`src/sv/cosine_similarity_unit_assert.svh`:
```
// assertion macros used by the top-level rtl file
`ifndef COSINE_SIMILARITY_UNIT_ASSERT_SVH
`define COSINE_SIMILARITY_UNIT_ASSERT_SVH

// same-cycle implication
`define CSU_ASSERT_IMP(lbl, ante, cons) \
  lbl: assert property (@(posedge clk) disable iff (rst) (ante) |-> (cons)) \
    else $error("csu assertion failed");

// next-cycle implication
`define CSU_ASSERT_NXT(lbl, ante, cons) \
  lbl: assert property (@(posedge clk) disable iff (rst) (ante) |=> (cons)) \
    else $error("csu assertion failed");

`endif

```
`src/sv/csu_pkg.sv`:
```
// ----------------------------------------------------------------------------
// csu_pkg
// types and constants of the cosine similarity unit
// ----------------------------------------------------------------------------
`default_nettype none

package csu_pkg;

  localparam int LANES  = 4;
  localparam int ELEM_W = 16;
  localparam int CNT_W  = 3;
  localparam int DOT_W  = 44;
  localparam int SQ_W   = 43;
  localparam int PROD_W = 2 * SQ_W;
  localparam int NUM_W  = DOT_W + 15;
  localparam int SIM_W  = 16;
  localparam int STEP_W = 6;

  typedef enum logic [2:0] {
    FIN_IDLE,
    FIN_MUL,
    FIN_SQRT,
    FIN_DIV,
    FIN_DONE
  } fin_state_t;

  typedef struct packed {
    logic signed [31:0] ab;
    logic [30:0]        aa;
    logic [30:0]        bb;
  } lane_prod_t;

  typedef struct packed {
    logic                    start;
    logic signed [DOT_W-1:0] dot;
    logic [SQ_W-1:0]         sq_a;
    logic [SQ_W-1:0]         sq_b;
    logic                    ovf;
  } fin_req_t;

  typedef struct packed {
    logic             valid;
    logic             idle;
    logic [SIM_W-1:0] sim;
    logic             zero;
    logic             ovf;
  } fin_rsp_t;

endpackage

`default_nettype wire

```
`src/sv/csu_lane.sv`:
```
// ----------------------------------------------------------------------------
// csu_lane
// one lane: registered products of an element pair
// ----------------------------------------------------------------------------
`default_nettype none

module csu_lane
  import csu_pkg::*;
(
  input  wire logic                     clk,
  input  wire logic signed [ELEM_W-1:0] a,
  input  wire logic signed [ELEM_W-1:0] b,
  input  wire logic                     active,
  output lane_prod_t                    prod
);

  logic signed [31:0] ab;
  logic signed [31:0] aa;
  logic signed [31:0] bb;

  assign ab = a * b;
  assign aa = a * a;
  assign bb = b * b;

  always_ff @(posedge clk) begin
    if (active) begin
      prod.ab <= ab;
      prod.aa <= aa[30:0];
      prod.bb <= bb[30:0];
    end else begin
      prod <= '0;
    end
  end

endmodule

`default_nettype wire

```
`config.mk`:
```
export PLATFORM = sky130hd
export DESIGN_NAME = csu_lane
export DESIGN_NICKNAME = d
export VERILOG_FILES = /design/src/sv/cosine_similarity_unit_assert.svh /design/src/sv/csu_pkg.sv /design/src/sv/csu_lane.sv
export SDC_FILE = /design/constraint.sdc
export NUM_CORES = 2
export LEC_CHECK = 0
export BUFFER_PORTS_ARGS = -buffer_cell sky130_fd_sc_hd__buf_2
export CELL_PAD_IN_SITES_DETAIL_PLACEMENT = 0
export CELL_PAD_IN_SITES_GLOBAL_PLACEMENT = 2
export CORE_UTILIZATION = 45
export DETAILED_ROUTE_END_ITERATION = 12
export PLACE_DENSITY_LB_ADDON = 0.1
export SYNTH_ARGS = -nofsm -noshare
export SYNTH_HDL_FRONTEND = slang
export SYNTH_SLANG_ARGS = --single-unit
```
`constraint.sdc`:
```
create_clock -name clk -period 10.9 [get_ports clk]
set_input_delay 0 -clock clk [delete_from_list [all_inputs] [get_ports clk]]
set_output_delay 0 -clock clk [all_outputs]
set_load 0.01 [all_outputs]
```
=== Yosys cells after proc, flatten, opt, wreduce, memory -nomap -nowiden ===
Cells that the tools add are included.

* Output and inout port bits: 94
* Memories: 0
* Bits in registers: 94
* Memory bits (read-only): 0
* Bits in latches: 0
* Bits of input ports: 34
* Logic and storage cells: 6
* Bits in writable memories: 0

* Bitwise operators: 0
* Reductions and logical operators: 0
* Shifts and indexed selects: 0
* Eq/ne operators: 0
* Div/mod/pow operators: 0
* $lt $le $gt $ge: 0
* Multiplexer cells: 0
* $mul: 3
* Add/sub/neg operators: 0

{| class="wikitable"
|+ Operators by type and width
! kind !! count
|-
| 16-bit by 16-bit multiplier with 31-bit output || 2
|-
| 16-bit by 16-bit multiplier with 32-bit output || 1
|}

=== Depth between registers and ports, before layout ===
* Word-level depth: 1
* Mapped depth: 26
* Gate-level depth less buffers: 23

=== Least setup slack after synthesis ===
Ideal clock, no wire load.

* Path kind: input port to flip-flop
* Start point: input port a[15]
* End point: register prod[93] (netlist name)
* Arrival: 6.105 ns
* Required time: 10.837 ns
* Buffers on the path: 2
* Setup slack: 4.732 ns
* Stages on the path: 19
* Setup time: 0.063 ns
* Cell sequence: clkbuf_1 -> buf_1 -> nand2_1 -> inv_1 -> fa_1 -> fa_1 -> fa_1 -> fa_1 -> fa_1 -> fa_1 -> ha_1 -> a21o_1 -> a21o_1 -> a21o_1 -> a221o_1 -> a21o_1 -> or4_1 -> a31oi_1 -> nand3b_1

* Word-level cells in the longest chain between the ends: 1

{| class="wikitable"
|+ RTL lines
! element !! line !! RTL
|-
| start, declared || csu_lane.sv:11 || <nowiki>input wire logic signed [ELEM_W-1:0] a,</nowiki>
|-
| 16-bit by 16-bit multiplier with 32-bit output || csu_lane.sv:21 || <nowiki>assign ab = a * b;</nowiki>
|-
| end, declared || csu_lane.sv:14 || <nowiki>output lane_prod_t prod</nowiki>
|}

Every way passes these cells.
A chain may end at the register's enable or synchronous reset.

=== Worst setup path in the final report ===
* Start point: input port b[13]
* End point: register prod[30] (netlist name)

* Word-level cells in the longest chain between the ends: 1

{| class="wikitable"
|+ RTL lines
! element !! line !! RTL
|-
| start, declared || csu_lane.sv:12 || <nowiki>input wire logic signed [ELEM_W-1:0] b,</nowiki>
|-
| 16-bit by 16-bit multiplier with 31-bit output || csu_lane.sv:23 || <nowiki>assign bb = b * b;</nowiki>
|}

Every way passes these cells.

==> metrics.cfg <==
[global_route]
antenna_found_initial=1
grt_pass1_wl_mm=119.0
grtUsageTotal_pct=22.81
grt-ovfl-total=0
grt_max_degree=38
grt_pass1_vias=22780

[logic_synthesis]
yosys_warnings=0
synthAdderAreaFrac_pct=59.35
synth_top_family_by_area=adder cells
synth.most_common_cell=inv_1
ys_types=68
yosysTopAreaCell=fa_1
synth_compound_area_share_pct=5.178
synthTopCellsByArea=fa_1, inv_1, ha_1
synth_top_area_share_pct=48.64
synth_seq_cells=92
seq_area_frac_synth_pct=6.207
synthSimpleGateAreaFrac_pct=12.38
synth.cell_area_um2=29670
syn_inst=3265
avgSynthCellArea_um2=9.088
synth_flop_cell=dfxtp_1
synth_xor_area_share_pct=3.040
async_reset_ff_share_pct=0
yosys-mux-area-fraction_pct=0.3795
synth_edf_count=0
synthTopCellsByCount=inv_1, fa_1, nand2_1, ha_1, nor2_1

[place]
dp_cells=4144
gp_congestion=0.8337
portBuffers=125
hpwl_mm=56.74
place_ws_ps=3526

[route]
post_drt_wl_per_cell_um=17.07
drt_iter0_drc=1037
wirelength_mm=71.01
antenna_left=0
via_per_inst=5.013
drtPass1Iterations=5
vias=20860
drc=0

[status]
status=completed

[worst_setup_path]
worstPathCellList=buf_2 > clkinv_1 > nor2_1 > fa_1 > fa_1 > fa_1 > fa_1 > fa_1 > inv_1 > fa_1 > inv_1 > ha_1 > nand4_1 > nor2_1 > nand2_1 > nor3_1 > o31ai_1 > o311ai_0 > xnor2_1 > nor2_1
cpMaxStageDelayCell=clkinv_1
crit_path_max_fanout=17
crit_path_max_incr_delay_ps=770
cp.required_ps=11180
cp-end-kind=register
cp_top_family=adder cells
cp-start-kind=input pin
crit_top_cell=fa_1
critPathBufInv=4
critPathKind=in2reg
worstPathArrival_ps=7290

[clock_network]
hold_buffers=0
cts_tree=yes
cts_made_buffers=9
cts_resized=0
cts_max_level=3
cts_buffer_depth=2
post-cts-setup-buffers=0
clk_pin_slew_ps=70
cts-root-buf=clkbuf_16
cts.sinks=92

[finish]
syn_to_final_growth_pct=5.625
finalNonFillerCells=4160
largest_register_ffs=92
multi_input_area_um2=23850
reg.largest.list=prod (92)
drive_gt1_share_pct=5.478
final_nets=4309
fillers=6288
largest_register=prod
seq_area_um2=1842

[sta]
tightestPinTransition_ps=956.7
period_share_pct=64.30
slew_viol_final=0
fmax_ghz=0.1427
hold_viol=0
slew-limit-headroom_pct=36.22
layout_min_cycle_time_ps=7009
fin_ws_ps=3891
setup_tns_ps=0
rsz0062_at_grt=false
setup_viol=0
whs_ps=155.6

[die]
num_io_pins=128
rows=93
start_util_pct=45.78
die_h_um=258.8
core_area_um2=64810
dieArea_um2=66970
die_x_um=258.8

[worst_hold_path]
hold_class=in2reg

[job]
cap_violations=0

metrics by stage:
stage                     util (%)  cell area, um^2
after global routing         48.36            31340
after detailed placement     47.89            31040
final                        48.36            31340
after floorplan                  -            29680
after global placement       47.89            31040
after CTS                    48.35            31340
cells by family after synthesis:
logic type | after synthesis
other | 1
muxes | 11
DFF | 92
adders and majority gates | 975
buffers and inverters | 1061
and+or+nand+nor | 794
AOI/OAI and AO/OA | 228
xor gates and xnor gates | 103
cell type report:
class                   instances  area share [%]
diodes                          1        0.007984
clock buffers                  11          0.7745
clock inverters                 4          0.1876
inverters                     944           11.31
multi-input cells            2113           76.08
flip-flops and latches         92           5.876
well taps                     855           3.413
repair buffers                140           2.355
routing by layer:
metal | GRT usage (%) | up-vias | routed length, um
li1 | - | 9555 | -
met1 | 31.16 | 10820 | 30980
met2 | 38.81 | 408 | 35570
met3 | 2.083 | 73 | 2718
met4 | 6.246 | 0 | 1734
met5 | 0 | - | 0
path summary, 6_finish.rpt:
| check | slack (ps) | startpoint | end | depth (start not counted) |
|---|---|---|---|---|
| max | 3890 | b[13] | prod[30] | 20 |
| min | 160 | active | prod[77] | 3 |
cells in the final DEF (no fill, tap or decap), types with 7 or more instances in the layout:
cell type	netlist	routed
ha_1	254	254
nand4_1	7	7
a31o_2	8	8
xnor2_1	77	77
nand2b_1	20	20
mux2i_1	9	9
dfxtp_1	92	92
nand2_1	295	295
a21oi_1	58	58
and2_1	158	158
o21bai_1	9	9
and3_1	9	9
a31oi_1	12	12
nand3_1	15	15
a21o_1	39	39
or3_1	8	8
buf_2	0	125
inv_1	935	934
o21ai_0	39	39
nor2_1	217	217
o211ai_1	8	8
nor2b_1	8	8
xor2_1	26	26
buf_4	2	15
a211oi_1	17	17
clkbuf_16	0	9
fa_1	721	721
o21a_1	7	7
nor3_1	29	29
Power is left out: the tool's default activity adds up to more than one toggle a clock period on the data nets, which glitch-free logic cannot reach.
