`src/sv/cosine_similarity_unit_assert.svh`:
```
// assertion macros used by the top-level rtl file
`ifndef COSINE_SIMILARITY_UNIT_ASSERT_SVH
`define COSINE_SIMILARITY_UNIT_ASSERT_SVH

// same-cycle implication
`define CSU_ASSERT_IMP(lbl, ante, cons) \
  lbl: assert property (@(posedge clk) disable iff (rst) (ante) |-> (cons)) \
    else $error("csu assertion failed");

// next-cycle implication
`define CSU_ASSERT_NXT(lbl, ante, cons) \
  lbl: assert property (@(posedge clk) disable iff (rst) (ante) |=> (cons)) \
    else $error("csu assertion failed");

`endif

```
`src/sv/csu_pkg.sv`:
```
// ----------------------------------------------------------------------------
// csu_pkg
// types and constants of the cosine similarity unit
// ----------------------------------------------------------------------------
`default_nettype none

package csu_pkg;

  localparam int LANES  = 4;
  localparam int ELEM_W = 16;
  localparam int CNT_W  = 3;
  localparam int DOT_W  = 44;
  localparam int SQ_W   = 43;
  localparam int PROD_W = 2 * SQ_W;
  localparam int NUM_W  = DOT_W + 15;
  localparam int SIM_W  = 16;
  localparam int STEP_W = 6;

  typedef enum logic [2:0] {
    FIN_IDLE,
    FIN_MUL,
    FIN_SQRT,
    FIN_DIV,
    FIN_DONE
  } fin_state_t;

  typedef struct packed {
    logic signed [31:0] ab;
    logic [30:0]        aa;
    logic [30:0]        bb;
  } lane_prod_t;

  typedef struct packed {
    logic                    start;
    logic signed [DOT_W-1:0] dot;
    logic [SQ_W-1:0]         sq_a;
    logic [SQ_W-1:0]         sq_b;
    logic                    ovf;
  } fin_req_t;

  typedef struct packed {
    logic             valid;
    logic             idle;
    logic [SIM_W-1:0] sim;
    logic             zero;
    logic             ovf;
  } fin_rsp_t;

endpackage

`default_nettype wire

```
`src/sv/csu_finalise.sv`:
```
// ----------------------------------------------------------------------------
// csu_finalise
// bit-serial multiply, square root and divide giving the clipped quotient
// ----------------------------------------------------------------------------
`default_nettype none

module csu_finalise
  import csu_pkg::*;
(
  input  wire logic     clk,
  input  wire logic     rst,
  input  wire fin_req_t req,
  input  wire logic     take,
  output fin_rsp_t      rsp
);

  fin_state_t state;
  fin_state_t state_next;

  logic [STEP_W-1:0] step;
  logic [PROD_W-1:0] mcand;
  logic [SQ_W-1:0]   mplier;
  logic [PROD_W-1:0] prod;
  logic [SQ_W+1:0]   rem;
  logic [SQ_W-1:0]   root;
  logic [NUM_W-1:0]  dvd;
  logic [DOT_W-1:0]  drem;
  logic [NUM_W-1:0]  quo;
  logic              neg;
  logic              zero;
  logic              ovf;

  logic [SQ_W+3:0]   rem_t;
  logic [SQ_W+3:0]   trial;
  logic [DOT_W:0]    drem_t;
  logic [DOT_W-1:0]  dot_abs;
  logic              is_zero;

  assign rem_t   = {rem, prod[PROD_W-1 -: 2]};
  assign trial   = {2'b00, root, 2'b01};
  assign drem_t  = {drem, dvd[NUM_W-1]};
  assign dot_abs = req.dot[DOT_W-1] ? DOT_W'(-req.dot) : DOT_W'(req.dot);
  assign is_zero = (req.sq_a == '0) || (req.sq_b == '0);

  always_comb begin
    state_next = state;
    unique case (state)
      FIN_IDLE: if (req.start) state_next = is_zero ? FIN_DONE : FIN_MUL;
      FIN_MUL:  if (step == STEP_W'(SQ_W - 1)) state_next = FIN_SQRT;
      FIN_SQRT: if (step == STEP_W'(SQ_W - 1)) state_next = FIN_DIV;
      FIN_DIV:  if (step == STEP_W'(NUM_W - 1)) state_next = FIN_DONE;
      FIN_DONE: if (take) state_next = FIN_IDLE;
      default:  state_next = FIN_IDLE;
    endcase
  end

  always_comb begin
    rsp.valid = (state == FIN_DONE);
    rsp.idle  = (state == FIN_IDLE);
    rsp.zero  = zero;
    rsp.ovf   = ovf;
    if (zero) begin
      rsp.sim = '0;
    end else if (!neg) begin
      rsp.sim = (quo > NUM_W'(32767)) ? SIM_W'(32767) : quo[SIM_W-1:0];
    end else begin
      rsp.sim = (quo > NUM_W'(32768)) ? SIM_W'(32768) : SIM_W'(-quo[SIM_W-1:0]);
    end
  end

  always_ff @(posedge clk) begin
    if (rst) begin
      state <= FIN_IDLE;
      step  <= '0;
    end else begin
      state <= state_next;
      step  <= (state != state_next) ? '0 : step + 1'b1;
    end
  end

  always_ff @(posedge clk) begin
    case (state)
      FIN_IDLE: begin
        if (req.start) begin
          mcand  <= {{(PROD_W-SQ_W){1'b0}}, req.sq_a};
          mplier <= req.sq_b;
          prod   <= '0;
          rem    <= '0;
          root   <= '0;
          drem   <= '0;
          quo    <= '0;
          dvd    <= {dot_abs, 15'b0};
          neg    <= req.dot[DOT_W-1];
          zero   <= is_zero;
          ovf    <= req.ovf;
        end
      end
      FIN_MUL: begin
        if (mplier[0]) prod <= prod + mcand;
        mcand  <= {mcand[PROD_W-2:0], 1'b0};
        mplier <= {1'b0, mplier[SQ_W-1:1]};
      end
      FIN_SQRT: begin
        prod <= {prod[PROD_W-3:0], 2'b00};
        if (rem_t >= trial) begin
          rem  <= (SQ_W+2)'(rem_t - trial);
          root <= {root[SQ_W-2:0], 1'b1};
        end else begin
          rem  <= rem_t[SQ_W+1:0];
          root <= {root[SQ_W-2:0], 1'b0};
        end
      end
      FIN_DIV: begin
        dvd <= {dvd[NUM_W-2:0], 1'b0};
        if (drem_t >= {2'b00, root}) begin
          drem <= DOT_W'(drem_t - {2'b00, root});
          quo  <= {quo[NUM_W-2:0], 1'b1};
        end else begin
          drem <= drem_t[DOT_W-1:0];
          quo  <= {quo[NUM_W-2:0], 1'b0};
        end
      end
      default: begin
      end
    endcase
  end

endmodule

`default_nettype wire

```
`config.mk`:
```
export PLATFORM = sky130hd
export DESIGN_NAME = csu_finalise
export DESIGN_NICKNAME = d
export VERILOG_FILES = /design/src/sv/cosine_similarity_unit_assert.svh /design/src/sv/csu_pkg.sv /design/src/sv/csu_finalise.sv
export SDC_FILE = /design/constraint.sdc
export NUM_CORES = 1
export LEC_CHECK = 0
export ABC_AREA = 1
export BUFFER_PORTS_ARGS = -buffer_cell sky130_fd_sc_hd__buf_4
export CAP_MARGIN = 0
export CORE_UTILIZATION = 60
export CTS_CLUSTER_DIAMETER = 200
export DETAILED_ROUTE_END_ITERATION = 16
export PLACE_DENSITY = 0.81
export SETUP_SLACK_MARGIN = 0.2
export SLEW_MARGIN = 25
export SYNTH_ARGS = -nofsm -noshare
export SYNTH_HDL_FRONTEND = slang
export SYNTH_SLANG_ARGS = --single-unit
```
`constraint.sdc`:
```
create_clock -name clk -period 18.2 [get_ports clk]
set_input_delay 2.73 -clock clk [delete_from_list [all_inputs] [get_ports clk]]
set_output_delay 2.73 -clock clk [all_outputs]
set_load 0.01 [all_outputs]
```
======== After elaboration in Yosys (flattened, before gate mapping) ========
Cells that the tools add are included.
Widths: inputs -> output; s select.
storage, ports and cells
  bits in latches ......................... 0
  input port bits ......................... 135
  memories kept ........................... 0
  logic and storage cells ................. 79
  RAM bits ................................ 0
  ROM bits ................................ 0
  output and inout bits ................... 20
  register bits ........................... 477
operators by class
  multiply operators ...................... 0
  eq/ne operators ......................... 9
  shifts and indexed selects .............. 0
  div/mod/pow operators ................... 0
  multiplexer cells ....................... 33
  $add $sub $neg .......................... 6
  $lt $le $gt $ge ......................... 4
  reduce and logical (&&, ||, !) cells .... 14
  bitwise gates (word level) .............. 0
operators by type and width
  cell                  count
  $mux 86               3
  $pmux 86 s3           1
  $pmux 59 s2           2
  $pmux 43 s2           2
  $pmux 86 s2           1
  $mux 44               3
  $mux 59               2
  $mux 45               2
  $pmux 45 s2           1
  $pmux 44 s2           1
  $add 86x86->86        1
  $logic_not 43->1      2
  $mux 43               2
  $mux 16               4
  $gt 59x15->1 const B  1
  $gt 59x16->1 const B  1
  $ge 47x45->1          1
  $ge 45x43->1          1
  $sub 45x45->45        1
  $neg 44->44           1
  $sub 44x43->44        1
  $mux 3                6
  $neg 16->16           1
  $pmux 3 s5            1
  15 further kinds      24

======== Depth between registers and ports, before layout ========
  word-level depth ........................ 7
  depth in mapped cells ................... 17
  gate-level depth less buffers ........... 16

======== Worst setup path before layout ========
Ideal clock, no wire load.
  path type ............................... input -> register
  from .................................... input req[131] in the netlist's numbering
  to ...................................... register prod[0] (enable)
  stages on the path ...................... 2
  buffers on the path ..................... 0
  data arrival time ....................... 6.948 ns
  data required time ...................... 17.641 ns
  setup slack ............................. 10.693 ns
  setup time .............................. 0.559 ns
  cells stage by stage .................... nor3_1 > a21oi_1
between the ends
  word-level cells in the longest chain between the ends .. 2
ends and longest elaborated chain
  what                        RTL line             source
  start: declaration          csu_finalise.sv:12   input wire fin_req_t req,
  $ne 2x2->1 (no line)        --
  $reduce_and 3->1 (no line)  --
  end signal: assignment      csu_finalise.sv:99   if (mplier[0]) prod <= prod + mcand;
  end signal: assignment      csu_finalise.sv:104  prod <= {prod[PROD_W-3:0], 2'b00};
  end: declaration            csu_finalise.sv:23   logic [PROD_W-1:0] prod;
No other way between the ends.
A chain may end at the register's enable or synchronous reset.

==> run_results.csv <==
group,metric,value,unit
run_status,outcome,"completed",
yosys,ys_types,53,
yosys,ys_warn_count,0,
clock_tree,cts_tree,"yes",
timing,drv_slew,0,
worst_setup_path,slowest_stage,"edfxtp_1",
global_route,grt_use_total,34.1,%
power_and_ir_drop,p_seq_share,39.7,%
worst_setup_path,r2r_cells,13,
yosys,synth_compound_area_share,6.91,%
power_and_ir_drop,power_density,84.0,mW/mm²
cells_and_area,fin_cells,6487,
yosys,synth_area_per_cell,6.65,µm²
timing,period_share,30.9,%
cells_and_area,area_delta_synth_final,9.43,%
yosys,synth_xor_area_share,2.42,%
yosys,ys_seq_area_share,37.4,%
global_route,gr-usage-met3,3.70,%
power_and_ir_drop,ir_drop,0.0000902,V
worst_setup_path,worstPathArrival,2.90,ns
worst_setup_path,regToRegSetupSlack,14.47,ns
detailed_routing,ant_nets,0,
detailed_routing,drt-total-wl,107000,µm
clock_tree,cts_sinks,462,
floorplan,die_x,250,µm
floorplan,core,0.0606,mm²
yosys,synth-async-reset-ratio,0,%
detailed_routing,via_count,35000,
global_route,grt_max_degree,92,
yosys,syn_inst,5542,
worst_setup_path,timing.rr.end,"drem[33]",
timing,tns,0,ns
yosys,synth_top_family_by_area,"simple AND/OR/NAND/NOR gates",
global_route,grtUsageMet1,44.5,%
clock_tree,cts-buffers-inserted,50,
clock_tree,cts_setup_buffers,0,
worst_setup_path,crit_family,"simple AND/OR/NAND/NOR gates",
min_path,hp-class,"flop to flop",
cells_and_area,diodes,0,
timing,fmax,178,MHz
worst_setup_path,worst-path-max-fanout,10,
timing,worst_pin_slew,0.960,ns
clock_tree,cts_resized,0,
clock_tree,path_clk_slew,0.06,ns
worst_setup_path,crit_buf_inv,2,
power_and_ir_drop,p_comb_share,29.4,%
cells_and_area,layout-drive-gt1-share,5.94,%
run,cap_viol_max_count,0,
worst_setup_path,critical_path_class,"flop to primary output",
yosys,synthesis.area,0.0369,mm²
yosys,synth-simple-area-share,36.5,%
timing,rsz0062_at_grt,"false",
power_and_ir_drop,swShare,35.1,%
power_and_ir_drop,p_clk_share,30.9,%
min_path,whs_endpoint,"step[0]",
worst_setup_path,cp-end-kind,"primary output",
yosys,synth_edf_count,453,
placed_design,io_buffers,154,
worst_setup_path,critPathRequiredTime,15.47,ns
power_and_ir_drop,switching_power,1.19,mW
yosys,synthMuxAreaShare,0,%
floorplan,die_h,250,µm
clock_tree,cts_hold_buf,0,
cells_and_area,nNetsFinal,5979,
min_path,min_path_cells,1,
yosys,synthFlopType,"edfxtp_1",
power_and_ir_drop,intPower,2.20,mW
worst_setup_path,crit_path_start_kind,"flop",
timing,setup_viol,0,
worst_setup_path,r2r-start,"root[1]",
floorplan,start_util,60.9,%
detailed_routing,first_pass_iters,8,
floorplan,die_area,0.0625,mm²
power_and_ir_drop,p_leak,20.1,nW
min_path,hold_start,"step[0]",
timing,hold_violations,0,
yosys,synth_fa_ha_area_share,6.15,%
global_route,overflow,0,
worst_setup_path,critPathMaxStageDelay,0.40,ns
placed_design,finalWeightedCongestion,1.04,
global_route,antenna_found_initial,0,
placed_design,post-place-cells,6393,
floorplan,io_pins,155,
clock_tree,clkLatencyLatePin,0.62,ns
yosys,ys_ff_latch,462,
detailed_routing,wl_per_cell,16.5,µm
global_route,grt_pass1_wl,171000,µm
clock_tree,cts-root-buf,"clkbuf_16",
worst_setup_path,crit_chain,"inv_1, ha_1, nand3_1, nor2_1, nand2_1, nor2_2, nand4_1, nor2_1, nand2_1, nand2_2, o21bai_2, a21oi_1, buf_4",
global_route,met2_usage,56.2,%
floorplan,rows,90,
yosys,synthesis.nets,5857,
timing,post-route-min-period,5.63,ns
detailed_routing,drt-initial-drc-count,3105,
placed_design,post-dp-hpwl,83400,µm
clock_tree,clock_path_buffers,3,
clock_tree,cts.htree.levels,2,
detailed_routing,via_per_inst,5.39,
detailed_routing,route.detailed.drc,0,
timing,slew_headroom,36.0,%
timing,finClkSkew,0.0244,ns
global_route,busiest_layer,"met2",
global_route,grt_pass1_vias,32900,
-- flip-flops by register name, indices dropped and copies added (netlist names) --
signal  count
ovf         1
state       3
mcand      86
step        6
root       43
zero        1
quo        59
neg         1
rem        45
mplier     43
dvd        44
prod       86
drem       44
-- power by group through the flow --
| stage | registers, mW | clock network [mW] | logic (mW) |
|---|---|---|---|
| 2_1_floorplan | 1.36 | 0 | 0.694 |
| 3_3_place_gp | 1.37 | 0 | 0.961 |
| 3_5_place_dp | 1.37 | 0 | 0.973 |
| 4_1_cts | 1.35 | 1.06 | 0.980 |
| 5_1_grt | 1.36 | 1.10 | 1.12 |
| 6_report | 1.35 | 1.05 | 0.997 |
-- cell usage after synthesis, types with 59 or more instances --
| master | n | area, µm² |
|---|---|---|
| nand2_1 | 2005 | 7530 |
| inv_1 | 894 | 3360 |
| nor2_1 | 775 | 2910 |
| edfxtp_1 | 453 | 13600 |
| nand3_1 | 292 | 1460 |
| a21oi_1 | 212 | 1060 |
| ha_1 | 178 | 2230 |
| o21ai_0 | 165 | 826 |
| xor2_1 | 75 | 657 |
| nand4_1 | 69 | 432 |
| nor3_1 | 68 | 340 |
| clkbuf_1 | 59 | 221 |
-- per-stage QoR --
stage	util (%)	hold WS, ns	setup WS [ns]	area, µm²	total power [mW]
finish	66.6	0.490	12.57	40400	3.39
global route	66.6	0.519	12.26	40400	3.58
CTS	66.6	0.494	12.55	40300	3.39
detailed placement	63.8	0.485	13.12	38700	2.34
global placement	63.8	0.476	13.18	38700	2.33
floorplan	-	0.457	10.69	36900	2.05
-- layer usage --
layer  wire, µm  up-vias
met5          0        -
met4       5890        0
met3       6190      254
met2      48900     1063
met1      46000    15900
li1           -    17700
-- worst max-delay path by stage --
stage / slack [ns] / cells past startpoint / to / startpoint
after global placement: 13.18 / 4 / drem[27] / req[131]
after global routing: 12.26 / 13 / rsp[2] / quo[1]
after detailed placement: 13.12 / 4 / drem[28] / req[131]
after floorplan: 10.69 / 2 / prod[0] / req[131]
final: 12.57 / 13 / rsp[2] / quo[1]
after CTS: 12.55 / 13 / rsp[2] / quo[1]
-- placed cells by master (no fill, tap or decap), types with 6 or more instances in the layout --
cell type,instances
nor2_1,775
nand2_1,2002
dfxtp_1,9
a31oi_1,12
nor3_1,67
nand3b_1,14
clkinv_1,7
clkbuf_1,8
inv_1,891
clkinv_2,12
nand3_1,292
and2_1,10
inv_2,9
buf_4,167
xnor2_1,27
o21bai_1,26
xor2_1,75
clkbuf_16,51
o21ai_0,165
a21oi_1,211
or2_2,15
o21ai_2,6
ha_1,178
o21ai_1,26
nand4_1,69
nand2_2,17
edfxtp_1,453
nor2_2,14
nand3_2,6
nor4_1,19
-- logic make-up after synthesis --
kind of cell,after synthesis
AO/OA/AOI/OAI,471
XOR/XNOR,102
adder cells (fa/ha/maj),180
buffers and inverters,1005
flip-flops,462
AND/OR/NAND/NOR,3322
-- area by class of cell --
class | count | area [µm²]
Clock buffer | 61 | 1330
Clock inverter | 32 | 333
Fill cell | 5631 | 20200
Inverter | 905 | 3400
Multi-Input combinational cell | 4075 | 19200
Sequential cell | 462 | 13800
Tap cell | 782 | 978
Timing Repair Buffer | 170 | 1300
(Power assumes the default switching activity.)
