## src/sv/cosine_similarity_unit_assert.svh

```systemverilog
// assertion macros used by the top-level rtl file
`ifndef COSINE_SIMILARITY_UNIT_ASSERT_SVH
`define COSINE_SIMILARITY_UNIT_ASSERT_SVH

// same-cycle implication
`define CSU_ASSERT_IMP(lbl, ante, cons) \
  lbl: assert property (@(posedge clk) disable iff (rst) (ante) |-> (cons)) \
    else $error("csu assertion failed");

// next-cycle implication
`define CSU_ASSERT_NXT(lbl, ante, cons) \
  lbl: assert property (@(posedge clk) disable iff (rst) (ante) |=> (cons)) \
    else $error("csu assertion failed");

`endif

```

## src/sv/csu_pkg.sv

```systemverilog
// ----------------------------------------------------------------------------
// csu_pkg
// types and constants of the cosine similarity unit
// ----------------------------------------------------------------------------
`default_nettype none

package csu_pkg;

  localparam int LANES  = 4;
  localparam int ELEM_W = 16;
  localparam int CNT_W  = 3;
  localparam int DOT_W  = 44;
  localparam int SQ_W   = 43;
  localparam int PROD_W = 2 * SQ_W;
  localparam int NUM_W  = DOT_W + 15;
  localparam int SIM_W  = 16;
  localparam int STEP_W = 6;

  typedef enum logic [2:0] {
    FIN_IDLE,
    FIN_MUL,
    FIN_SQRT,
    FIN_DIV,
    FIN_DONE
  } fin_state_t;

  typedef struct packed {
    logic signed [31:0] ab;
    logic [30:0]        aa;
    logic [30:0]        bb;
  } lane_prod_t;

  typedef struct packed {
    logic                    start;
    logic signed [DOT_W-1:0] dot;
    logic [SQ_W-1:0]         sq_a;
    logic [SQ_W-1:0]         sq_b;
    logic                    ovf;
  } fin_req_t;

  typedef struct packed {
    logic             valid;
    logic             idle;
    logic [SIM_W-1:0] sim;
    logic             zero;
    logic             ovf;
  } fin_rsp_t;

endpackage

`default_nettype wire

```

## src/sv/csu_accum.sv

```systemverilog
// ----------------------------------------------------------------------------
// csu_accum
// merges the lane products into saturating accumulators
// ----------------------------------------------------------------------------
`default_nettype none

module csu_accum
  import csu_pkg::*;
(
  input  wire logic       clk,
  input  wire logic       rst,
  input  wire logic       in_valid,
  input  wire logic       in_last,
  input  wire lane_prod_t prods [LANES],
  output fin_req_t        req
);

  logic signed [DOT_W-1:0] dot_sum;
  logic [SQ_W-1:0]         sumsq_first;
  logic [SQ_W-1:0]         sumsq_second;
  logic                    saturated_flag;

  logic signed [33:0]      dpart;
  logic [32:0]             apart;
  logic [32:0]             bpart;
  logic [DOT_W:0]          nd;
  logic [SQ_W:0]           na;
  logic [SQ_W:0]           nb;
  logic signed [DOT_W-1:0] dot_next;
  logic [SQ_W-1:0]         sqa_next;
  logic [SQ_W-1:0]         sqb_next;
  logic                    sat_now;

  always_comb begin
    dpart = '0;
    apart = '0;
    bpart = '0;
    for (int k = 0; k < LANES; k++) begin
      dpart = dpart + {{2{prods[k].ab[31]}}, prods[k].ab};
      apart = apart + {2'b00, prods[k].aa};
      bpart = bpart + {2'b00, prods[k].bb};
    end
    nd = {dot_sum[DOT_W-1], dot_sum} + {{(DOT_W-33){dpart[33]}}, dpart};
    na = {1'b0, sumsq_first} + {{(SQ_W-32){1'b0}}, apart};
    nb = {1'b0, sumsq_second} + {{(SQ_W-32){1'b0}}, bpart};
    sat_now = 1'b0;
    if (nd[DOT_W] != nd[DOT_W-1]) begin
      sat_now  = 1'b1;
      dot_next = nd[DOT_W] ? {1'b1, {(DOT_W-1){1'b0}}} : {1'b0, {(DOT_W-1){1'b1}}};
    end else begin
      dot_next = nd[DOT_W-1:0];
    end
    if (na[SQ_W]) begin
      sat_now  = 1'b1;
      sqa_next = '1;
    end else begin
      sqa_next = na[SQ_W-1:0];
    end
    if (nb[SQ_W]) begin
      sat_now  = 1'b1;
      sqb_next = '1;
    end else begin
      sqb_next = nb[SQ_W-1:0];
    end
  end

  always_ff @(posedge clk) begin
    if (rst) begin
      dot_sum        <= '0;
      sumsq_first    <= '0;
      sumsq_second   <= '0;
      saturated_flag <= 1'b0;
      req.start      <= 1'b0;
    end else begin
      req.start <= in_valid && in_last;
      if (in_valid) begin
        if (in_last) begin
          dot_sum        <= '0;
          sumsq_first    <= '0;
          sumsq_second   <= '0;
          saturated_flag <= 1'b0;
        end else begin
          dot_sum        <= dot_next;
          sumsq_first    <= sqa_next;
          sumsq_second   <= sqb_next;
          saturated_flag <= saturated_flag | sat_now;
        end
      end
    end
  end

  always_ff @(posedge clk) begin
    if (in_valid && in_last) begin
      req.dot  <= dot_next;
      req.sq_a <= sqa_next;
      req.sq_b <= sqb_next;
      req.ovf  <= saturated_flag | sat_now;
    end
  end

endmodule

`default_nettype wire

```

## config.mk

```make
export PLATFORM = sky130hd
export DESIGN_NAME = csu_accum
export DESIGN_NICKNAME = d
export VERILOG_FILES = /design/src/sv/cosine_similarity_unit_assert.svh /design/src/sv/csu_pkg.sv /design/src/sv/csu_accum.sv
export SDC_FILE = /design/constraint.sdc
export NUM_CORES = 1
export LEC_CHECK = 0
export BUFFER_PORTS_ARGS = -buffer_cell sky130_fd_sc_hd__buf_4
export CAP_MARGIN = 30
export CELL_PAD_IN_SITES_DETAIL_PLACEMENT = 2
export CELL_PAD_IN_SITES_GLOBAL_PLACEMENT = 2
export CORE_MARGIN = 2
export CORE_UTILIZATION = 37
export DETAILED_ROUTE_END_ITERATION = 7
export GPL_TIMING_DRIVEN = 1
export PLACE_DENSITY = 0.86
export SLEW_MARGIN = 20
export SYNTH_ARGS = -nofsm -noshare
export SYNTH_HDL_FRONTEND = slang
export SYNTH_SLANG_ARGS = --single-unit
```

## constraint.sdc

```tcl
create_clock -name clk -period 14.7 [get_ports clk]
set_clock_uncertainty 0.1 [all_clocks]
set_input_delay 1.47 -clock clk [delete_from_list [all_inputs] [get_ports clk]]
set_output_delay 1.47 -clock clk [all_outputs]
set_load 0.005 [all_outputs]
```

# Yosys cells after proc, flatten, opt, wreduce, memory -nomap -nowiden
# Index checks and enable logic that the tools add are counted.
[classes] n_addsub=12 n_eq_ne=1 n_mux=11 bitwise_logic=1 n_reduce_logical=1
[ops] operator="$mux W43" count=4
[ops] operator="$mux W44" count=3
[ops] operator="$add A43 B33 Y44" count=2
[ops] operator="$add A32 B31 Y33" count=2
[ops] operator="$add A33 B31 Y33" count=2
[ops] operator="$add A31 B31 Y32" count=2
[ops] operator="$add A44 B34 Y45" count=1
[ops] operator="$add A33 B32 Y34" count=1
[ops] operator="$add A34 B34 Y34" count=1
[ops] operator="$add A32 B32 Y33" count=1
[ops] operator="$mux W1" count=4
[ops] operator="$logic_and A1 B1 Y1" count=1
[ops] operator="$ne A1 B1 Y1" count=1
[ops] operator="$or A1 B1 Y1" count=1
[word_totals] reg_bits=263 in_bits=380 out_inout_bits=132 word_cells=35

# Depth between registers and ports, before layout
# Gate-level depths: netlist of the first run.
[depth] word_depth=10 depth_mapped=30 depth_no_buf=28

# Worst setup path after synthesis of the first run
# No wires, ideal clock.
[synth_timing] path_kind="in2reg" start="in prods[63] (netlist name)" end="reg req[103] (netlist name) (data pin)" setup_time_ps=266 arrival_time_ps=7320 required_time_ps=14334 setup_slack_ps=7014 stages=29 path_buffers=2 cell_sequence="inv_1 fa_1 fa_1 inv_1 ha_1 inv_1 fa_1 nor2b_1 o31ai_1 a21oi_1 o21ai_0 o21ai_0 a41oi_1 o21ai_0 a211oi_1 xnor2_1 ha_1 nand2_1 o21ai_0 a21o_1 a21o_1 a21oi_1 o221ai_4 xor2_4 and2_1 buf_4 buf_6 nor2_1 nor2_1"
[synth_via] elab_chain_cells=4 word_cells_on_any_way=5 classes_between="add/sub (2); eq/ne (1); mux (2)"
[synth_lines] element="from (decl)" line_no="csu_accum.sv:14" source="input wire lane_prod_t prods [LANES],"
[synth_lines] element="$add A34 B34 Y34 (*)" line_no="csu_accum.sv:39" source="dpart = dpart + {{2{prods[k].ab[31]}}, prods[k].ab};"
[synth_lines] element="$add A44 B34 Y45 (*)" line_no="csu_accum.sv:43" source="nd = {dot_sum[DOT_W-1], dot_sum} + {{(DOT_W-33){dpart[33]}}, dpart};"
[synth_lines] element="$mux W44 / $ne A1 B1 Y1 (equally long branches)" line_no="csu_accum.sv:49, csu_accum.sv:47"
[synth_lines] element="$mux W44 (*)" line_no="csu_accum.sv:47" source="if (nd[DOT_W] != nd[DOT_W-1]) begin"
[synth_lines] element="named net dot_next[16]" line_no="csu_accum.sv:29" source="logic signed [DOT_W-1:0] dot_next;"
[synth_lines] element="to (decl)" line_no="csu_accum.sv:15" source="output fin_req_t req"
# Mark *: on every way through the listed nets, which the timed path passes. The rest lies on a longest branch.
# A chain may end at the register's enable or synchronous reset.

# Worst setup path in the final report of the first run
[layout_timing] start="in prods[157] (netlist name)" end="reg dot_sum[0]"
[layout_via] elab_chain_cells=6 word_cells_on_any_way=7 classes_between="add/sub (3); eq/ne (1); mux (3)"
[layout_lines] element="$add A33 B32 Y34 (*)" line_no="csu_accum.sv:39"
[layout_lines] element="$add A34 B34 Y34 (*)" line_no="csu_accum.sv:39"
[layout_lines] element="$add A44 B34 Y45 (*)" line_no="csu_accum.sv:43"
[layout_lines] element="$mux W44 / $ne A1 B1 Y1 (equally long branches)" line_no="csu_accum.sv:49, csu_accum.sv:47"
[layout_lines] element="$mux W44 (*)" line_no="csu_accum.sv:47"
[layout_lines] element="$mux W44 (*)" line_no="csu_accum.sv:77" source="if (in_last) begin"
[layout_lines] element="to (signal assigned)" line_no="csu_accum.sv:83" source="dot_sum <= dot_next;"
[layout_lines] element="to (decl)" line_no="csu_accum.sv:18" source="logic signed [DOT_W-1:0] dot_sum;"
# Every way passes the cells marked *; elsewhere a longest branch is shown, timed or not.

==> summary.md, run 1 <==
| Metric | Value |
|---|---|
| Max frequency | 0.115 GHz |
| Post-route ant nets | 0 |
| Post-route cell area | 28600 µm² |
| Hold path endpoint | dot_sum[22] |
| CTS H-Tree Depth | 2 |
| Setup Buffers After CTS | 0 |
| Relative slew slack | 33.0% |
| Gpl congestion | 0.868 |
| Fin Setup TNS | 0 ns |
| R2R Path End | sumsq_second[31] |
| Total number of vias | 19700 |
| Hold path startpoint | dot_sum[22] |
| VDD IR max | 0.130 mV |
| # setup viols final | 0 |
| Residual DRC | 0 |
| Vias in the first global route | 23300 |
| Final Max Tran Viols | 0 |
| First DRT Iteration DRCs | 865 |
| Path type of the worst min-delay path | register to register |
| Grt ovf | 0 |
| Mapped Area | 22600 µm² |
| Top area cells in the synthesized netlist | fa_1, edfxtp_1, dfxtp_1 |
| Crit end category | register |
| PortBufs | 511 |
| Tmin final | 8.67 ns |
| Die Wd | 251 µm |
| Critical path class | primary input to register |
| Final net count | 3532 |
| CP Data Arrival Time | 9.00 ns |
| Drt pass-1 iters | 5 |
| Unrepaired setup endpoints after global routing | false |
| CP max FO | 24 |
| Reg clk slew, reported paths | 0.06 ns |
| Layout cells sized above 1 | 22.6% |
| Syn Nets | 3049 |
| Req. time, crit path | 15.03 ns |
| Syn Inst Count | 2261 |
| Worst reg2reg path startpoint | sumsq_second[1] |
| First-pass GRT wire length | 137000 µm |
| Number of synthesis warnings | 0 |
| GRT Total Usage | 27.8% |
| Most frequent cells in the layout | buf_4, fa_1, inv_1 |
| TritonCTS Buffers | 35 |
| MaxCap Viol Count | 0 |
| CP dominant cell by count | o21ai_0 |
| Layout area overhead | 26.5% |
| Worst reg2reg setup slack | 9.32 ns |
| Leading area contributor after synthesis | fa_1 |
| I/O Pins | 512 |
| Leak pwr | 13.1 nW |
| Area after DPL | 27200 µm² |
| Post-Place Setup Slack | 5.17 ns |
| Commonest non-fill, non-tap cell in the layout | buf_4 |
| Final period utilization | 59.0% |
| EDFF count, synth | 131 |
| Register area share after synthesis | 29.1% |
| Initial antenna violation count | 0 |
| Outcome | finished clean |
| CP startpoint kind | primary input |
| Vias/cell | 5.54 |
| Synth cell types | 82 |
| Num rows | 90 |
| Fill cells | 6327 |
| Power Dens Cells | 274 nW/µm² |
| Flops & latches, synth | 263 |
| Die Y-Extent | 251 µm |
| Syn avg cell area | 9.99 µm² |
| CTS Hold Buffers Added | 0 |
| CTS root buf | clkbuf_16 |
| Dominant synthesized flop cell | dfxtp_1 |
| Skew-Pair Late Insertion Delay | 0.56 ns |
| Core ar. | 60400 µm² |
| Post-CTS Resized | 0 |
| Largest net degree at the start of global routing | 75 |
| WL final | 88800 µm |
| Die area | 63100 µm² |
| Slowest-stage cell, CP | o21ai_0 |
| HPWL Detailed | 69600 µm |
| CTS max path bufs | 3 |
| Hold Path Depth | 2 |
| Starting Density | 37.4% |
| Routed len/inst | 25.0 µm |
| Transition time of the tightest slew-check pin | 1.01 ns |
| Non-filler instance count after layout | 3554 |
| CTS tree | done |
| Placed cell count | 3483 |
| Yosys top cell area share | 22.1% |
| Async set or reset register ratio after synthesis | 0% |
| Slowest Stage Delay on Critical Path | 0.53 ns |
| Hold Fails Final Rpt | 0 |
| CTS sink cnt | 263 |
| Final WS setup | 6.03 ns |
| Worst r2r path cells | 18 |
[per-stage QoR]
stage | util (%) | hold slack [ns] | total power, mW
after floorplan | - | 0.332 | 4.88
after global placement | 45.0 | 0.343 | 6.26
after detailed placement | 45.1 | 0.364 | 6.67
after CTS | 47.2 | 0.370 | 7.78
after global routing | 47.4 | 0.395 | 8.42
final | 47.4 | 0.367 | 7.82
[layer usage]
layer / vias to the layer above / global-route usage [%] / part of all wire (%)
li1: 8882 / - / -
met1: 10100 / 32.0 / 39
met2: 553 / 51.8 / 53
met3: 174 / 4.04 / 4.3
met4: 0 / 11.0 / 4.1
met5: - / 0 / 0
[flip-flops by register name, summed over array words and instances, names as in the netlist]
register,cells
sumsq_first,43
sumsq_second,43
saturated_flag,1
dot_sum,44
req,132
[power breakdown]
group	internal (mW)	switching (mW)
clock	0.577	0.364
sequential	1.29	0.192
combinational	2.07	3.33
total	3.93	3.89
[how the worst max path moves through the flow]
stage,endpoint,start
finish,dot_sum[0],prods[157]
global route,dot_sum[0],prods[63]
CTS,dot_sum[0],prods[157]
detailed placement,dot_sum[0],prods[157]
global placement,dot_sum[1],prods[63]
floorplan,req[103],prods[63]
[cells by family (layout without fill, tap and decap cells)]
family	Yosys count	in the layout	share of synthesized area [%]
xor gates and xnor gates	129	129	5.08
other	0	1	0
muxes	4	4	0.188
and+or+nand+nor	533	533	11.1
DFF	263	263	29.1
AOI/OAI and AO/OA	612	612	18.2
adders and majority gates	411	411	31.0
buffers and inverters	309	819	5.26
[worst max-delay path, delay by kind of cell]
kind                     cells  cell delay [ns]
buffers and inverters        6             0.80
XOR/XNOR                     2             0.41
AO/OA/AOI/OAI               13             3.71
adder cells (fa/ha/maj)      5             1.69
AND/OR/NAND/NOR              4             0.88
[synthesized netlist by cell type (5+ instances only)]
master / number
and4_1: 7
nor4_1: 5
nand2_1: 188
nor3_1: 30
nand2b_1: 21
nor2_1: 128
o21ai_1: 21
o211ai_1: 16
inv_1: 229
nor2b_1: 23
o21bai_1: 17
nand4_1: 28
a21boi_0: 6
dfxtp_1: 132
a31o_2: 7
clkbuf_1: 68
a22o_1: 76
and3_1: 23
a221oi_1: 6
a221o_1: 6
nand3_1: 31
a21o_1: 72
a21oi_1: 146
and2_1: 13
or2_2: 13
a41oi_1: 7
a31oi_1: 18
ha_1: 158
buf_2: 7
o31ai_1: 9
xnor2_1: 87
or3_1: 11
edfxtp_1: 131
o21ai_0: 116
o31a_1: 5
xor2_1: 41
fa_1: 250
o21a_1: 24
a211oi_1: 13
[cell type report]
cell class / instances / area [µm²] / share of cell area (%)
multi-input combinational: 1689 / 14900 / 52.0
sequential: 263 / 6580 / 23.0
timing repair buffer: 526 / 4050 / 14.2
clock buffer: 49 / 1060 / 3.71
tap: 782 / 978 / 3.42
inverter: 229 / 860 / 3.01
clock inverter: 15 / 195 / 0.683
antenna: 1 / 2.50 / 0.00875
(Power assumes the default switching activity.)
==> inputs of run 2 (changes only) <==
ABC_AREA = 1   (was not set)
CORE_UTILIZATION = 29   (was 37)
PLACE_DENSITY = 0.76   (was 0.86)
clock period = 7.5 ns   (was 14.7 ns; I/O delays follow)
==> summary.md, run 2 <==
| Metric | Value |
|---|---|
| Power Dens Cells | 504 nW/µm² (was 274 nW/µm²) |
| Post-CTS Resized | 0 (unchanged) |
| CP dominant cell by count | nand2_1 (was o21ai_0) |
| Most frequent cells in the layout | nand2_1, buf_4, inv_1 (was buf_4, fa_1, inv_1) |
| Synth cell types | 49 (was 82) |
| Total number of vias | 23600 (was 19700) |
| Fin Setup TNS | 0 ns (unchanged) |
| Clock power frac | 11.2% (was 12.0%) |
| Path type of the worst min-delay path | register to register (unchanged) |
| Die area | 89500 µm² (was 63100 µm²) |
| Regs by FF count | req x132, dot_sum x44 (unchanged) |
| Syn avg cell area | 7.81 µm² (was 9.99 µm²) |
| Slowest-stage cell, CP | fa_1 (was o21ai_0) |
| Num rows | 108 (was 90) |
| WL final | 101000 µm (was 88800 µm) |
| Reg with most FFs | req (unchanged) |
| EDFF count, synth | 131 (unchanged) |
| Yosys top cell area share | 19.8% (was 22.1%) |
| Setup Buffers After CTS | 0 (unchanged) |
| Gpl congestion | 0.911 (was 0.868) |
| Post-Place Setup Slack | 0.423 ns (was 5.17 ns) |
| CTS tree | done (unchanged) |
| Initial antenna violation count | 0 (unchanged) |
| Syn Inst Count | 3235 (was 2261) |
| Hold Fails Final Rpt | 0 (unchanged) |
| Final WS setup | 1.05 ns (was 6.03 ns) |
| Critical path class | primary input to register (unchanged) |
| VDD IR max | 0.286 mV (was 0.130 mV) |
| Top area cells in the synthesized netlist | fa_1, edfxtp_1, nand2_1 (was fa_1, edfxtp_1, dfxtp_1) |
| CTS sink cnt | 263 (unchanged) |
| Post-route ant nets | 0 (unchanged) |
| Skew-Pair Late Insertion Delay | 0.56 ns (about the same) |
| Commonest non-fill, non-tap cell in the layout | nand2_1 (was buf_4) |
| Starting Density | 29.2% (was 37.4%) |
| Leading area contributor after synthesis | fa_1 (unchanged) |
| CP Data Arrival Time | 6.83 ns (was 9.00 ns) |
| Drt pass-1 iters | 5 (unchanged) |
| Number of synthesis warnings | 0 (unchanged) |
| I/O Pins | 512 (unchanged) |
| Adder-cell share of the synthesized area | 27.6% (was 31.0%) |
| CTS root buf | clkbuf_16 (unchanged) |
| Mapped Area | 25300 µm² (was 22600 µm²) |
| Vias in the first global route | 26900 (was 23300) |
| Req. time, crit path | 7.88 ns (was 15.03 ns) |
| Antenna diodes | 0 (was 1) |
| Switch Pwr | 8.53 mW (was 3.89 mW) |
| Met2 usage | 40.5% (was 51.8%) |
| Grt ovf | 0 (unchanged) |
| CTS H-Tree Depth | 2 (unchanged) |
| Largest net degree at the start of global routing | 130 (was 75) |
| CP startpoint kind | primary input (unchanged) |
| CP max FO | 18 (was 24) |
| Slowest Stage Delay on Critical Path | 0.55 ns (was 0.53 ns) |
| Final core utilization | 36.6% (was 47.4%) |
| GRT Total Usage | 22.4% (was 27.8%) |
| Post-Synth Simple-Gate Area | 22.6% (was 11.1%) |
| Synth Area in Compound Gates | 11.6% (was 18.2%) |
| First DRT Iteration DRCs | 823 (was 865) |
| First-pass GRT wire length | 156000 µm (was 137000 µm) |
| Xor and xnor area share after synthesis | 3.68% (was 5.08%) |
| Min Hold Slack | 0.371 ns (was 0.367 ns) |
| Tmin final | 6.45 ns |
| PortBufs | 511 (unchanged) |
| Critical path's top delay family | simple AND/OR/NAND/NOR gates (was compound AO/OA/AOI/OAI gates) |
| Tot Pwr | 15.9 mW (was 7.82 mW) |
| Reg clk slew, reported paths | 0.06 ns (about the same) |
| Register area share after synthesis | 26.0% (was 29.1%) |
| Routed len/inst | 20.6 µm (was 25.0 µm) |
| Die Wd | 299 µm (was 251 µm) |
| Layout area overhead | 25.3% (was 26.5%) |
| Vias/cell | 4.80 (was 5.54) |
| Net Sw Frac | 53.5% (was 49.7%) |
| Final Max Tran Viols | 0 (unchanged) |
| Reg power frac | 17.9% (was 19.0%) |
| CTS max path bufs | 3 (unchanged) |
| Commonest cells post-synth | nand2_1, inv_1, a21oi_1 (was fa_1, inv_1, nand2_1) |
| Leak pwr | 14.8 nW (was 13.1 nW) |
| GR peak layer | met2 (unchanged) |
| Core ar. | 86500 µm² (was 60400 µm²) |
| Transition time of the tightest slew-check pin | 1.15 ns (was 1.01 ns) |
| MaxCap Viol Count | 0 (unchanged) |
| WP buf/inv | 8 (was 6) |
| # setup viols final | 0 (unchanged) |
| Syn Nets | 4023 (was 3049) |
| Most numerous cell in the Yosys netlist | nand2_1 (was fa_1) |
| Largest register FFs | 132 (unchanged) |
| HPWL Detailed | 84600 µm (was 69600 µm) |
| Final net count | 4530 (was 3532) |
| Async set or reset register ratio after synthesis | 0% (unchanged) |
| Unrepaired setup endpoints after global routing | false (unchanged) |
| Die Y-Extent | 299 µm (was 251 µm) |
| Met1 Usage GRT | 28.1% (was 32.0%) |
| Outcome | finished clean (unchanged) |
| Layout cells sized above 1 | 17.9% (was 22.6%) |
| TritonCTS Buffers | 36 (was 35) |
| Max frequency | 0.155 GHz |
| Flops & latches, synth | 263 (unchanged) |
| Post-route cell area | 31600 µm² (was 28600 µm²) |
| P_int | 7.41 mW (was 3.93 mW) |
| Logic pwr share | 70.9% (was 69.0%) |
| Dominant synthesized flop cell | dfxtp_1 (unchanged) |
| Residual DRC | 0 (unchanged) |
| Area after DPL | 30400 µm² (was 27200 µm²) |
| Multiplexer area fraction after synthesis | 0% (was 0.188%) |
| Placed cell count | 4858 (was 3483) |
| Crit end category | register (unchanged) |
| CTS Hold Buffers Added | 0 (unchanged) |
| Non-filler instance count after layout | 4924 (was 3554) |
| Global routing usage on met3 | 3.02% (was 4.04%) |
| Relative slew slack | 22.6% (was 33.0%) |
| Main combinational cell family by area after synthesis | adder cells (unchanged) |
| Final period utilization | 86.0% |
| Fill cells | 10100 (was 6327) |
-- run 2: cell types whose count changed after synthesis, sizes merged, moves of 23 or more --
cell / change
nand2: +699
a21oi: +157
a22o: -76
nor2b: -23
inv: +271
a21o: -57
nand3: +99
clkbuf: -41
xnor2: -43
nor2: +130
-- run 2: path summary, 6_finish.rpt --
check                  startpoint                to  slack, ns  cells past startpoint
hold reg to reg       dot_sum[12]       dot_sum[12]       0.37                      2
hold / removal        dot_sum[12]       dot_sum[12]       0.37                      2
setup reg to reg  sumsq_second[1]  sumsq_second[14]       2.89                     18
setup / recovery        prods[63]       dot_sum[23]       1.05                     39
-- run 2: area by class of cell --
cell class | count | area [µm²] | area share, %
Clock inverter | 20 | 213 | 0.672
Multi-Input combinational cell | 2414 | 16500 | 52.3
Timing Repair Buffer | 527 | 4000 | 12.6
Inverter | 500 | 1880 | 5.96
Sequential cell | 263 | 6580 | 20.8
Clock buffer | 45 | 976 | 3.08
Tap cell | 1155 | 1450 | 4.57
-- run 2: logic make-up after synthesis --
kind of cell	count (synthesis)
and+or+nand+nor	1373
buffers and inverters	558
AOI/OAI and AO/OA	527
adders and majority gates	408
DFF	263
xor gates and xnor gates	106
-- run 2: power groups by stage --
stage               sequential, mW  combinational, mW  clock, mW
floorplan                     2.78               7.34          0
global placement              2.87               11.0          0
detailed placement            2.89               11.3          0
CTS                           2.88               11.4       1.83
global route                  2.92               12.6       1.88
finish                        2.86               11.3       1.78
-- run 2: per-layer routing --
metal  part of all wire (%)  wire length [µm]
met2                     51             51200
met3                    3.6              3690
met1                     44             44000
met5                      0                 0
met4                    2.3              2280
-- run 2: worst register-to-register path, stage by stage, from the launching register on --
cell and delay, ns:
dfxtp_1 0.34, inv_1 0.07, fa_1 0.47, inv_1 0.08
ha_1 0.16, inv_1 0.05, fa_1 0.39, nand3b_1 0.17
nand2_1 0.23, a21boi_1 0.10, buf_4 0.18, o31ai_1 0.51
nand2_1 0.12, nand3_1 0.43, inv_2 0.45, buf_4 0.34
nand2_1 0.10, nand2_1 0.07, a21oi_1 0.19
